`config.mk`:
```
export PLATFORM = sky130hd
export DESIGN_NAME = edge_latched_interrupt_controller_flat
export DESIGN_NICKNAME = d
export VERILOG_FILES = /design/src/sv/elic_pkg.sv /design/src/sv/elic_if.sv /design/src/sv/edge_latched_interrupt_controller.sv /design/src/flat_wrapper.sv
export VERILOG_INCLUDE_DIRS = /design/src /design/src/sv
export SDC_FILE = /design/constraint.sdc
export NUM_CORES = 2
export LEC_CHECK = 0
export ABC_AREA = 1
export BUFFER_PORTS_ARGS = -buffer_cell sky130_fd_sc_hd__buf_2
export CELL_PAD_IN_SITES_DETAIL_PLACEMENT = 0
export CELL_PAD_IN_SITES_GLOBAL_PLACEMENT = 1
export CORE_UTILIZATION = 40
export CTS_CLUSTER_SIZE = 25
export DETAILED_ROUTE_END_ITERATION = 10
export PLACE_DENSITY_LB_ADDON = 0.1
export SYNTH_ARGS = -nofsm -noshare
export SYNTH_HDL_FRONTEND = slang
export SYNTH_SLANG_ARGS = --single-unit
export TNS_END_PERCENT = 10
```
`constraint.sdc`:
```
create_clock -name clk -period 5.3 [get_ports clk]
set_clock_uncertainty 0.2 [all_clocks]
set_input_delay 1.06 -clock clk [delete_from_list [all_inputs] [get_ports clk]]
set_output_delay 1.06 -clock clk [all_outputs]
set_load 0.05 [all_outputs]
```
`src/sv/edge_latched_interrupt_controller_defines.svh`:
```
// Assertion macros shared by the interrupt controller RTL.
`ifndef EDGE_LATCHED_INTERRUPT_CONTROLLER_DEFINES_SVH
`define EDGE_LATCHED_INTERRUPT_CONTROLLER_DEFINES_SVH

// Same-cycle implication, checked on every rising edge outside reset.
`define ELIC_ASSERT_NOW(lbl, ante, cons, msg) \
  lbl: assert property (@(posedge clk) disable iff (rst) (ante) |-> (cons)) \
    else $error(msg);

// Next-cycle implication, checked on every rising edge outside reset.
`define ELIC_ASSERT_NEXT(lbl, ante, cons, msg) \
  lbl: assert property (@(posedge clk) disable iff (rst) (ante) |=> (cons)) \
    else $error(msg);

`endif

```
`src/sv/elic_pkg.sv`:
```
// Types and register map constants for the edge-latched interrupt controller.
package elic_pkg;

  localparam int BANK_BITS = 32;
  localparam int BANKS     = 2;
  localparam int WAKE_REGS = 4;

  typedef logic [1:0]           mode_t;
  typedef logic [7:0]           offset_t;
  typedef logic [BANK_BITS-1:0] word_t;
  typedef logic [5:0]           source_t;

  // Request kinds.
  localparam mode_t MODE_READ  = 2'd0;
  localparam mode_t MODE_WRITE = 2'd1;
  localparam mode_t MODE_RAISE = 2'd2;
  localparam mode_t MODE_LOWER = 2'd3;

  // Register map, byte offsets.
  localparam offset_t OFF_TEST0     = 8'h00;
  localparam offset_t OFF_TEST1     = 8'h04;
  localparam offset_t OFF_ENABLE0   = 8'h08;
  localparam offset_t OFF_ENABLE1   = 8'h0C;
  localparam offset_t OFF_POL0      = 8'h10;
  localparam offset_t OFF_POL1      = 8'h14;
  localparam offset_t OFF_TEST_SEL  = 8'h18;
  localparam offset_t OFF_STATUS0   = 8'h1C;
  localparam offset_t OFF_STATUS1   = 8'h20;
  localparam offset_t OFF_SET0      = 8'h24;
  localparam offset_t OFF_SET1      = 8'h28;
  localparam offset_t OFF_WAKE_EN0  = 8'h2C;
  localparam offset_t OFF_WAKE_EN1  = 8'h30;
  localparam offset_t OFF_WAKE_POL0 = 8'h34;
  localparam offset_t OFF_WAKE_POL1 = 8'h38;
  localparam offset_t OFF_LAST      = OFF_WAKE_POL1;

endpackage

```
`src/sv/elic_if.sv`:
```
// Request and response channel interfaces of the interrupt controller.
interface elic_req_if;
  logic                 valid;
  logic                 ready;
  elic_pkg::mode_t      mode;
  elic_pkg::offset_t    access_offset;
  elic_pkg::word_t      write_data;
  elic_pkg::source_t    source_number;

  modport source (output valid, output mode, output access_offset,
                  output write_data, output source_number, input ready);
  modport sink (input valid, input mode, input access_offset,
                input write_data, input source_number, output ready);
endinterface

interface elic_rsp_if;
  logic            valid;
  logic            ready;
  elic_pkg::word_t read_data;
  logic            irq_level;
  logic            pulse_low;
  logic            bad_access;

  modport source (output valid, output read_data, output irq_level,
                  output pulse_low, output bad_access, input ready);
  modport sink (input valid, input read_data, input irq_level,
                input pulse_low, input bad_access, output ready);
endinterface

```
`src/sv/edge_latched_interrupt_controller.sv`:
```
// Edge-latched interrupt controller: 64 sources in two banks of 32.
//
// The req channel carries one request per handshake: a bus read, a bus
// write, a source line raised or a source line lowered. The rsp channel
// returns exactly one response per request, in order, with read data, the
// cascade IRQ level after the request, a pulse-low flag for status clears
// and a flag for unsupported offsets.
// A request accepted at a rising edge sits in the input register until an
// edge at which the response register is free or drains; it is processed at
// that edge and its response is valid right after it. One request is accepted
// every cycle while responses are taken; the rate is set by the single pass
// from the input register to the response register.
// When the response is not taken, the response register holds it and the
// input register can still take one more request; after that, req.ready
// stays low until the response drains.
// Synchronous reset clears every controller register to zero and empties
// both the input and the response registers.
`include "edge_latched_interrupt_controller_defines.svh"

module edge_latched_interrupt_controller (
  input logic         clk,
  input logic         rst,
  elic_req_if.sink    req,
  elic_rsp_if.source  rsp
);

  // Input register.
  logic                s1_valid;
  elic_pkg::mode_t     s1_mode;
  elic_pkg::offset_t   s1_offset;
  elic_pkg::word_t     s1_data;
  elic_pkg::source_t   s1_source;
  logic                advance;

  // Controller state.
  logic [elic_pkg::BANKS-1:0][elic_pkg::BANK_BITS-1:0]     raw_lines;
  logic [elic_pkg::BANKS-1:0][elic_pkg::BANK_BITS-1:0]     edge_detect;
  logic [elic_pkg::BANKS-1:0][elic_pkg::BANK_BITS-1:0]     test_regs;
  logic [elic_pkg::BANKS-1:0][elic_pkg::BANK_BITS-1:0]     enable_mask;
  logic [elic_pkg::BANKS-1:0][elic_pkg::BANK_BITS-1:0]     polarity_mask;
  logic [elic_pkg::BANKS-1:0][elic_pkg::BANK_BITS-1:0]     pending_status;
  logic [elic_pkg::WAKE_REGS-1:0][elic_pkg::BANK_BITS-1:0] wake_regs;
  elic_pkg::word_t                                         test_select;

  logic [elic_pkg::BANKS-1:0][elic_pkg::BANK_BITS-1:0]     raw_lines_next;
  logic [elic_pkg::BANKS-1:0][elic_pkg::BANK_BITS-1:0]     edge_detect_next;
  logic [elic_pkg::BANKS-1:0][elic_pkg::BANK_BITS-1:0]     test_regs_next;
  logic [elic_pkg::BANKS-1:0][elic_pkg::BANK_BITS-1:0]     enable_mask_next;
  logic [elic_pkg::BANKS-1:0][elic_pkg::BANK_BITS-1:0]     polarity_mask_next;
  logic [elic_pkg::BANKS-1:0][elic_pkg::BANK_BITS-1:0]     pending_status_next;
  logic [elic_pkg::WAKE_REGS-1:0][elic_pkg::BANK_BITS-1:0] wake_regs_next;
  elic_pkg::word_t                                         test_select_next;

  // Response values computed from the input register.
  elic_pkg::word_t     read_data_next;
  logic                irq_level_next;
  logic                pulse_low_next;
  logic                bad_access_next;

  // Response register.
  logic                out_valid;
  elic_pkg::word_t     out_read_data;
  logic                out_irq_level;
  logic                out_pulse_low;
  logic                out_bad_access;

  // Level implied by the current state, used for checking.
  logic                irq_state;

  // The input register moves on when the response register is free or drains.
  assign advance   = s1_valid && (!out_valid || rsp.ready);
  assign req.ready = !s1_valid || advance;

  assign rsp.valid      = out_valid;
  assign rsp.read_data  = out_read_data;
  assign rsp.irq_level  = out_irq_level;
  assign rsp.pulse_low  = out_pulse_low;
  assign rsp.bad_access = out_bad_access;

  assign irq_state = |((pending_status[0] & enable_mask[0]) |
                       (pending_status[1] & enable_mask[1]));

  // Request processing: one pass over the current state.
  always_comb begin
    elic_pkg::word_t bit_sel;
    elic_pkg::word_t level;
    logic            bank;

    raw_lines_next      = raw_lines;
    edge_detect_next    = edge_detect;
    test_regs_next      = test_regs;
    enable_mask_next    = enable_mask;
    polarity_mask_next  = polarity_mask;
    pending_status_next = pending_status;
    wake_regs_next      = wake_regs;
    test_select_next    = test_select;
    read_data_next      = '0;
    pulse_low_next      = 1'b0;
    bad_access_next     = 1'b0;
    bit_sel             = elic_pkg::word_t'(1) << s1_source[4:0];
    bank                = s1_source[5];
    level               = '0;

    if (s1_mode == elic_pkg::MODE_RAISE || s1_mode == elic_pkg::MODE_LOWER) begin
      // Raise or lower raw line, re-run edge latch; a raise also sets pending.
      if (s1_mode == elic_pkg::MODE_RAISE) begin
        raw_lines_next[bank] = raw_lines[bank] | bit_sel;
      end else begin
        raw_lines_next[bank] = raw_lines[bank] & ~bit_sel;
      end
      level = raw_lines_next[bank] ^ polarity_mask[bank];
      pending_status_next[bank] = pending_status[bank] | (level & ~edge_detect[bank]);
      edge_detect_next[bank] = level;
      if (s1_mode == elic_pkg::MODE_RAISE) begin
        pending_status_next[bank] = pending_status_next[bank] | bit_sel;
      end
    end else if (s1_offset[1:0] != 2'b00 || s1_offset > elic_pkg::OFF_LAST) begin
      bad_access_next = 1'b1;
    end else if (s1_mode == elic_pkg::MODE_READ) begin
      // Register read; set offsets read as zero.
      case (s1_offset)
        elic_pkg::OFF_TEST0:     read_data_next = test_regs[0];
        elic_pkg::OFF_TEST1:     read_data_next = test_regs[1];
        elic_pkg::OFF_ENABLE0:   read_data_next = enable_mask[0];
        elic_pkg::OFF_ENABLE1:   read_data_next = enable_mask[1];
        elic_pkg::OFF_POL0:      read_data_next = polarity_mask[0];
        elic_pkg::OFF_POL1:      read_data_next = polarity_mask[1];
        elic_pkg::OFF_TEST_SEL:  read_data_next = test_select;
        elic_pkg::OFF_STATUS0:   read_data_next = pending_status[0];
        elic_pkg::OFF_STATUS1:   read_data_next = pending_status[1];
        elic_pkg::OFF_WAKE_EN0:  read_data_next = wake_regs[0];
        elic_pkg::OFF_WAKE_EN1:  read_data_next = wake_regs[1];
        elic_pkg::OFF_WAKE_POL0: read_data_next = wake_regs[2];
        elic_pkg::OFF_WAKE_POL1: read_data_next = wake_regs[3];
        default:                 read_data_next = '0;
      endcase
    end else begin
      // Register write; a polarity write re-runs that bank's edge latch.
      case (s1_offset)
        elic_pkg::OFF_TEST0:    test_regs_next[0] = s1_data;
        elic_pkg::OFF_TEST1:    test_regs_next[1] = s1_data;
        elic_pkg::OFF_ENABLE0:  enable_mask_next[0] = s1_data;
        elic_pkg::OFF_ENABLE1:  enable_mask_next[1] = s1_data;
        elic_pkg::OFF_POL0: begin
          polarity_mask_next[0] = s1_data;
          level = raw_lines[0] ^ s1_data;
          pending_status_next[0] = pending_status[0] | (level & ~edge_detect[0]);
          edge_detect_next[0] = level;
        end
        elic_pkg::OFF_POL1: begin
          polarity_mask_next[1] = s1_data;
          level = raw_lines[1] ^ s1_data;
          pending_status_next[1] = pending_status[1] | (level & ~edge_detect[1]);
          edge_detect_next[1] = level;
        end
        elic_pkg::OFF_TEST_SEL: test_select_next = s1_data;
        elic_pkg::OFF_STATUS0: begin
          pending_status_next[0] = pending_status[0] & ~s1_data;
          pulse_low_next = 1'b1;
        end
        elic_pkg::OFF_STATUS1: begin
          pending_status_next[1] = pending_status[1] & ~s1_data;
          pulse_low_next = 1'b1;
        end
        elic_pkg::OFF_SET0:      pending_status_next[0] = pending_status[0] | s1_data;
        elic_pkg::OFF_SET1:      pending_status_next[1] = pending_status[1] | s1_data;
        elic_pkg::OFF_WAKE_EN0:  wake_regs_next[0] = s1_data;
        elic_pkg::OFF_WAKE_EN1:  wake_regs_next[1] = s1_data;
        elic_pkg::OFF_WAKE_POL0: wake_regs_next[2] = s1_data;
        elic_pkg::OFF_WAKE_POL1: wake_regs_next[3] = s1_data;
        default:                 wake_regs_next = wake_regs;
      endcase
    end

    irq_level_next = |((pending_status_next[0] & enable_mask_next[0]) |
                       (pending_status_next[1] & enable_mask_next[1]));
  end

  // Valid flags and controller state.
  always_ff @(posedge clk) begin
    if (rst) begin
      s1_valid       <= 1'b0;
      out_valid      <= 1'b0;
      raw_lines      <= '0;
      edge_detect    <= '0;
      test_regs      <= '0;
      enable_mask    <= '0;
      polarity_mask  <= '0;
      pending_status <= '0;
      wake_regs      <= '0;
      test_select    <= '0;
    end else begin
      if (req.valid && req.ready) begin
        s1_valid <= 1'b1;
      end else if (advance) begin
        s1_valid <= 1'b0;
      end
      if (advance) begin
        out_valid      <= 1'b1;
        raw_lines      <= raw_lines_next;
        edge_detect    <= edge_detect_next;
        test_regs      <= test_regs_next;
        enable_mask    <= enable_mask_next;
        polarity_mask  <= polarity_mask_next;
        pending_status <= pending_status_next;
        wake_regs      <= wake_regs_next;
        test_select    <= test_select_next;
      end else if (rsp.ready) begin
        out_valid <= 1'b0;
      end
    end
  end

  // Request and response payload registers.
  always_ff @(posedge clk) begin
    if (req.valid && req.ready) begin
      s1_mode   <= req.mode;
      s1_offset <= req.access_offset;
      s1_data   <= req.write_data;
      s1_source <= req.source_number;
    end
    if (advance) begin
      out_read_data  <= read_data_next;
      out_irq_level  <= irq_level_next;
      out_pulse_low  <= pulse_low_next;
      out_bad_access <= bad_access_next;
    end
  end

  // A held response always reports the level of the state it left behind.
  `ELIC_ASSERT_NOW(a_irq_matches_state, out_valid, out_irq_level == irq_state,
                   "response IRQ level differs from controller state")

  // An unsupported offset gives no data and no pulse.
  `ELIC_ASSERT_NOW(a_bad_is_quiet, out_valid && out_bad_access,
                   out_read_data == '0 && !out_pulse_low,
                   "bad access response carries data or pulse")

  // An unsupported offset leaves the register state untouched.
  `ELIC_ASSERT_NEXT(a_bad_keeps_state, advance && bad_access_next,
                    $stable(pending_status) && $stable(enable_mask) &&
                    $stable(polarity_mask) && $stable(edge_detect),
                    "bad access changed controller state")

  // A request waiting in the input register is not dropped.
  `ELIC_ASSERT_NEXT(a_s1_holds, s1_valid && !advance, s1_valid,
                    "stalled request lost from input register")

endmodule
```
`src/flat_wrapper.sv`:
```
// flat-port wrapper written by rule: the top's interface ports become plain ports
module edge_latched_interrupt_controller_flat 
  (clk, rst, req_valid, req_mode, req_access_offset, req_write_data, req_source_number, req_ready, rsp_valid, rsp_read_data, rsp_irq_level, rsp_pulse_low, rsp_bad_access, rsp_ready);
  elic_req_if req_i ();
  elic_rsp_if rsp_i ();
  input logic clk;
  input logic rst;
  input wire logic [$bits(req_i.valid)-1:0] req_valid;
  input wire logic [$bits(req_i.mode)-1:0] req_mode;
  input wire logic [$bits(req_i.access_offset)-1:0] req_access_offset;
  input wire logic [$bits(req_i.write_data)-1:0] req_write_data;
  input wire logic [$bits(req_i.source_number)-1:0] req_source_number;
  output wire logic [$bits(req_i.ready)-1:0] req_ready;
  output wire logic [$bits(rsp_i.valid)-1:0] rsp_valid;
  output wire logic [$bits(rsp_i.read_data)-1:0] rsp_read_data;
  output wire logic [$bits(rsp_i.irq_level)-1:0] rsp_irq_level;
  output wire logic [$bits(rsp_i.pulse_low)-1:0] rsp_pulse_low;
  output wire logic [$bits(rsp_i.bad_access)-1:0] rsp_bad_access;
  input wire logic [$bits(rsp_i.ready)-1:0] rsp_ready;
  assign req_i.valid = req_valid;
  assign req_i.mode = req_mode;
  assign req_i.access_offset = req_access_offset;
  assign req_i.write_data = req_write_data;
  assign req_i.source_number = req_source_number;
  assign req_ready = req_i.ready;
  assign rsp_valid = rsp_i.valid;
  assign rsp_read_data = rsp_i.read_data;
  assign rsp_irq_level = rsp_i.irq_level;
  assign rsp_pulse_low = rsp_i.pulse_low;
  assign rsp_bad_access = rsp_i.bad_access;
  assign rsp_i.ready = rsp_ready;
  edge_latched_interrupt_controller u_core (.clk(clk), .rst(rst), .req(req_i), .rsp(rsp_i));
endmodule
```
==> results.yml <==
status:
  outcome: "complete, no violations"
timing:
  post-route-min-period_ps: 4220
  fin_crit_sh: 0.796
  rsz0062_at_grt: "false"
  hold_viol: 0
  setup_viol: 0
  fin_tns_setup_ps: 0
  drv_slew: 0
  fmax_mhz: 237
  relSlewSlack: 0.240
  worstMarginPinSlew_ps: 1130
synthesis:
  ys_async_sr_fraction: 0
  syn_inst: 4636
  ys.flop_type: "dfxtp_1"
  mappedNetlistNets: 4688
  yosysWarnings: 0
  postSynthAreaPerCell_um2: 7.19
  ys_seq_area_frac: 0.403
  synth_cell_types: 51
  synth_area_um2: 33300
  synth-edff-count: 83
  ys_ff_latch: 629
worst_setup_path:
  worstPathMaxFanout: 22
  cp-end-kind: "flip-flop"
  cp.required_ps: 5480
  r2r_setup_slack_ps: 1080
  startpoint_type: "flip-flop"
  crit_type: "reg -> reg"
  cp.arrival_ps: 4400
global_route:
  grt_pass1_vias: 31100
  grt_overflow: 0
  grt_use_total: 0.322
  grt_start_max_net_pins: 127
  antenna_found_initial: 2
  grt_pass1_wl_um: 205000
floorplanning:
  initial_utilization: 0.405
  die_y_um: 291
  boundaryPins: 89
  rows: 105
  core_area_um2: 82200
  die_x_um: 291
  die_area_um2: 84500
finish:
  utilization: 0.449
  drive_gt1_frac: 0.0787
  stdcell_count: 5630
  final_nets: 4551
  mostFrequentLayoutCells: "695 x nand2_1, 546 x dfxtp_1, 522 x nand3_1"
  areaGrowthSynthToFinish_pct: 10.7
  layout_commonest_cell: "nand2_1"
clocking:
  root_buffer: "clkbuf_16"
  htree_levels: 3
  ctsResizeCount: 0
  clockBufferDepth: 3
  cts.sinks: 629
  clock_latency_ps: 660
  hold_buffers: 0
  cts_buffers: 77
  clk_pin_slew_ps: 60
  cts_tree: "done"
  cts_setup_buffers: 0
drt:
  vias_per_cell: 5.94
  via_count: 33400
  drt-pass1-iter-count: 6
  routed_wl_um: 140000
  drt-initial-drc-count: 3248
  wl_per_cell_um: 24.8
  route.detailed.drc: 0
  drt.antenna.violating_nets: 0
placed_design:
  place_inst: 5490
  port_buffers: 88
  globalplace.congestion: 0.926
  detailed_place_hpwl_um: 92500
power:
  leakagePower_nw: 14.9
  vdd_ir_drop_max_v: 0.000215
  total_power_w: 0.0117
  p_per_area_nw_per_um2: 317
flow_run:
  drv_cap: 0
worst_hold_path:
  hp-class: "reg -> reg"
==> worst max-delay path, cell delays in order (launching register included) <==
cell      delay, ps
edfxtp_1        940
nor2_1          270
inv_1           270
nand3_4         190
nor2_4          130
buf_4           380
nand3_2         360
nand2_1         140
a21oi_1          70
a21oi_1         130
nand2_1         100
nand2_1         110
nand2_1          60
nor2_1          290
nand2_1          90
nor2_1          120
nand3_1          80
==> synth_stat cells, types with 8 or more instances <==
master | n | area share
nor2_4 | 20 | 0.0068
a41oi_1 | 30 | 0.0079
nor3_1 | 16 | 0.0024
o21ai_1 | 64 | 0.0096
clkbuf_1 | 234 | 0.026
nand2_1 | 696 | 0.078
a21oi_1 | 470 | 0.071
nand3_1 | 523 | 0.079
o211ai_1 | 115 | 0.026
a32o_1 | 24 | 0.0072
o22ai_1 | 57 | 0.011
o21ai_0 | 487 | 0.073
buf_2 | 108 | 0.016
dfxtp_1 | 546 | 0.33
inv_2 | 17 | 0.0019
a31oi_1 | 8 | 0.0015
a221oi_1 | 150 | 0.039
buf_1 | 34 | 0.0038
xor2_1 | 33 | 0.0087
and3_1 | 9 | 0.0017
edfxtp_1 | 83 | 0.075
nor2_2 | 12 | 0.0023
a211oi_1 | 36 | 0.0081
inv_1 | 460 | 0.052
xnor2_1 | 31 | 0.0081
clkinv_1 | 8 | 0.00090
nand4_1 | 67 | 0.013
nand3b_1 | 14 | 0.0032
nor2_1 | 229 | 0.026
==> through the flow <==
stage | setup WS (ps) | hold WS [ps] | instance area (µm²)
floorplan | 2030 | 259 | 33300
global placement | 1280 | 274 | 34400
detailed placement | 1280 | 279 | 34400
CTS | 1260 | 290 | 36900
global route | 906 | 300 | 36900
finish | 1080 | 290 | 36900
==> power breakdown <==
| part | switching, W | internal [W] | total [W] |
|---|---|---|---|
| Sequential | 0.000133 | 0.00498 | 0.00511 |
| Combinational | 0.000918 | 0.000343 | 0.00126 |
| Clock | 0.00230 | 0.00302 | 0.00532 |
| Total | 0.00335 | 0.00834 | 0.0117 |
==> layer usage <==
metal / global-route usage / up-vias / part of all wire
li1: - / 15900 / -
met1: 0.408 / 16000 / 0.42
met2: 0.530 / 1251 / 0.47
met3: 0.0401 / 291 / 0.059
met4: 0.175 / 2 / 0.058
met5: 0 / - / 0.000057
==> kinds of logic (layout without fill, tap and decap cells) <==
family | after synthesis | after routing | share of synthesized area
xor+xnor | 64 | 64 | 0.0168
compound gates | 1473 | 1473 | 0.262
buf+inv | 868 | 791 | 0.103
other cells | 0 | 1 | 0
flops | 629 | 629 | 0.403
simple gates | 1602 | 1602 | 0.216
==> sequential cells by signal, summed over array words and instances, names as in the netlist, 2 cells and up <==
register               count
u_core.test_select        32
u_core.polarity_mask      64
u_core.s1_mode             2
u_core.s1_source           6
u_core.pending_status     64
u_core.wake_regs         128
u_core.s1_data            32
u_core.raw_lines          64
u_core.s1_offset           8
u_core.edge_detect        64
u_core.test_regs          64
u_core.rsp.read_data      32
u_core.enable_mask        64
==> layout make-up <==
| cell class | count | area (µm²) |
|---|---|---|
| tap | 1070 | 1340 |
| clock buffer | 120 | 2260 |
| timing repair buffer | 167 | 1160 |
| antenna | 1 | 2.50 |
| sequential | 629 | 13400 |
| inverter | 485 | 1830 |
| clock inverter | 19 | 273 |
| fill | 8568 | 45300 |
| multi-input combinational | 3139 | 16600 |
==> final timing paths <==
kind | start | to | cells after the start
max | u_core.s1_mode[0] | u_core.rsp.irq_level | 16
min | u_core.edge_detect[33] | u_core.edge_detect[33] | 2
max reg2reg | u_core.s1_mode[0] | u_core.rsp.irq_level | 16
min reg2reg | u_core.edge_detect[33] | u_core.edge_detect[33] | 2
No activity file was read; power rests on OpenSTA's default activity.
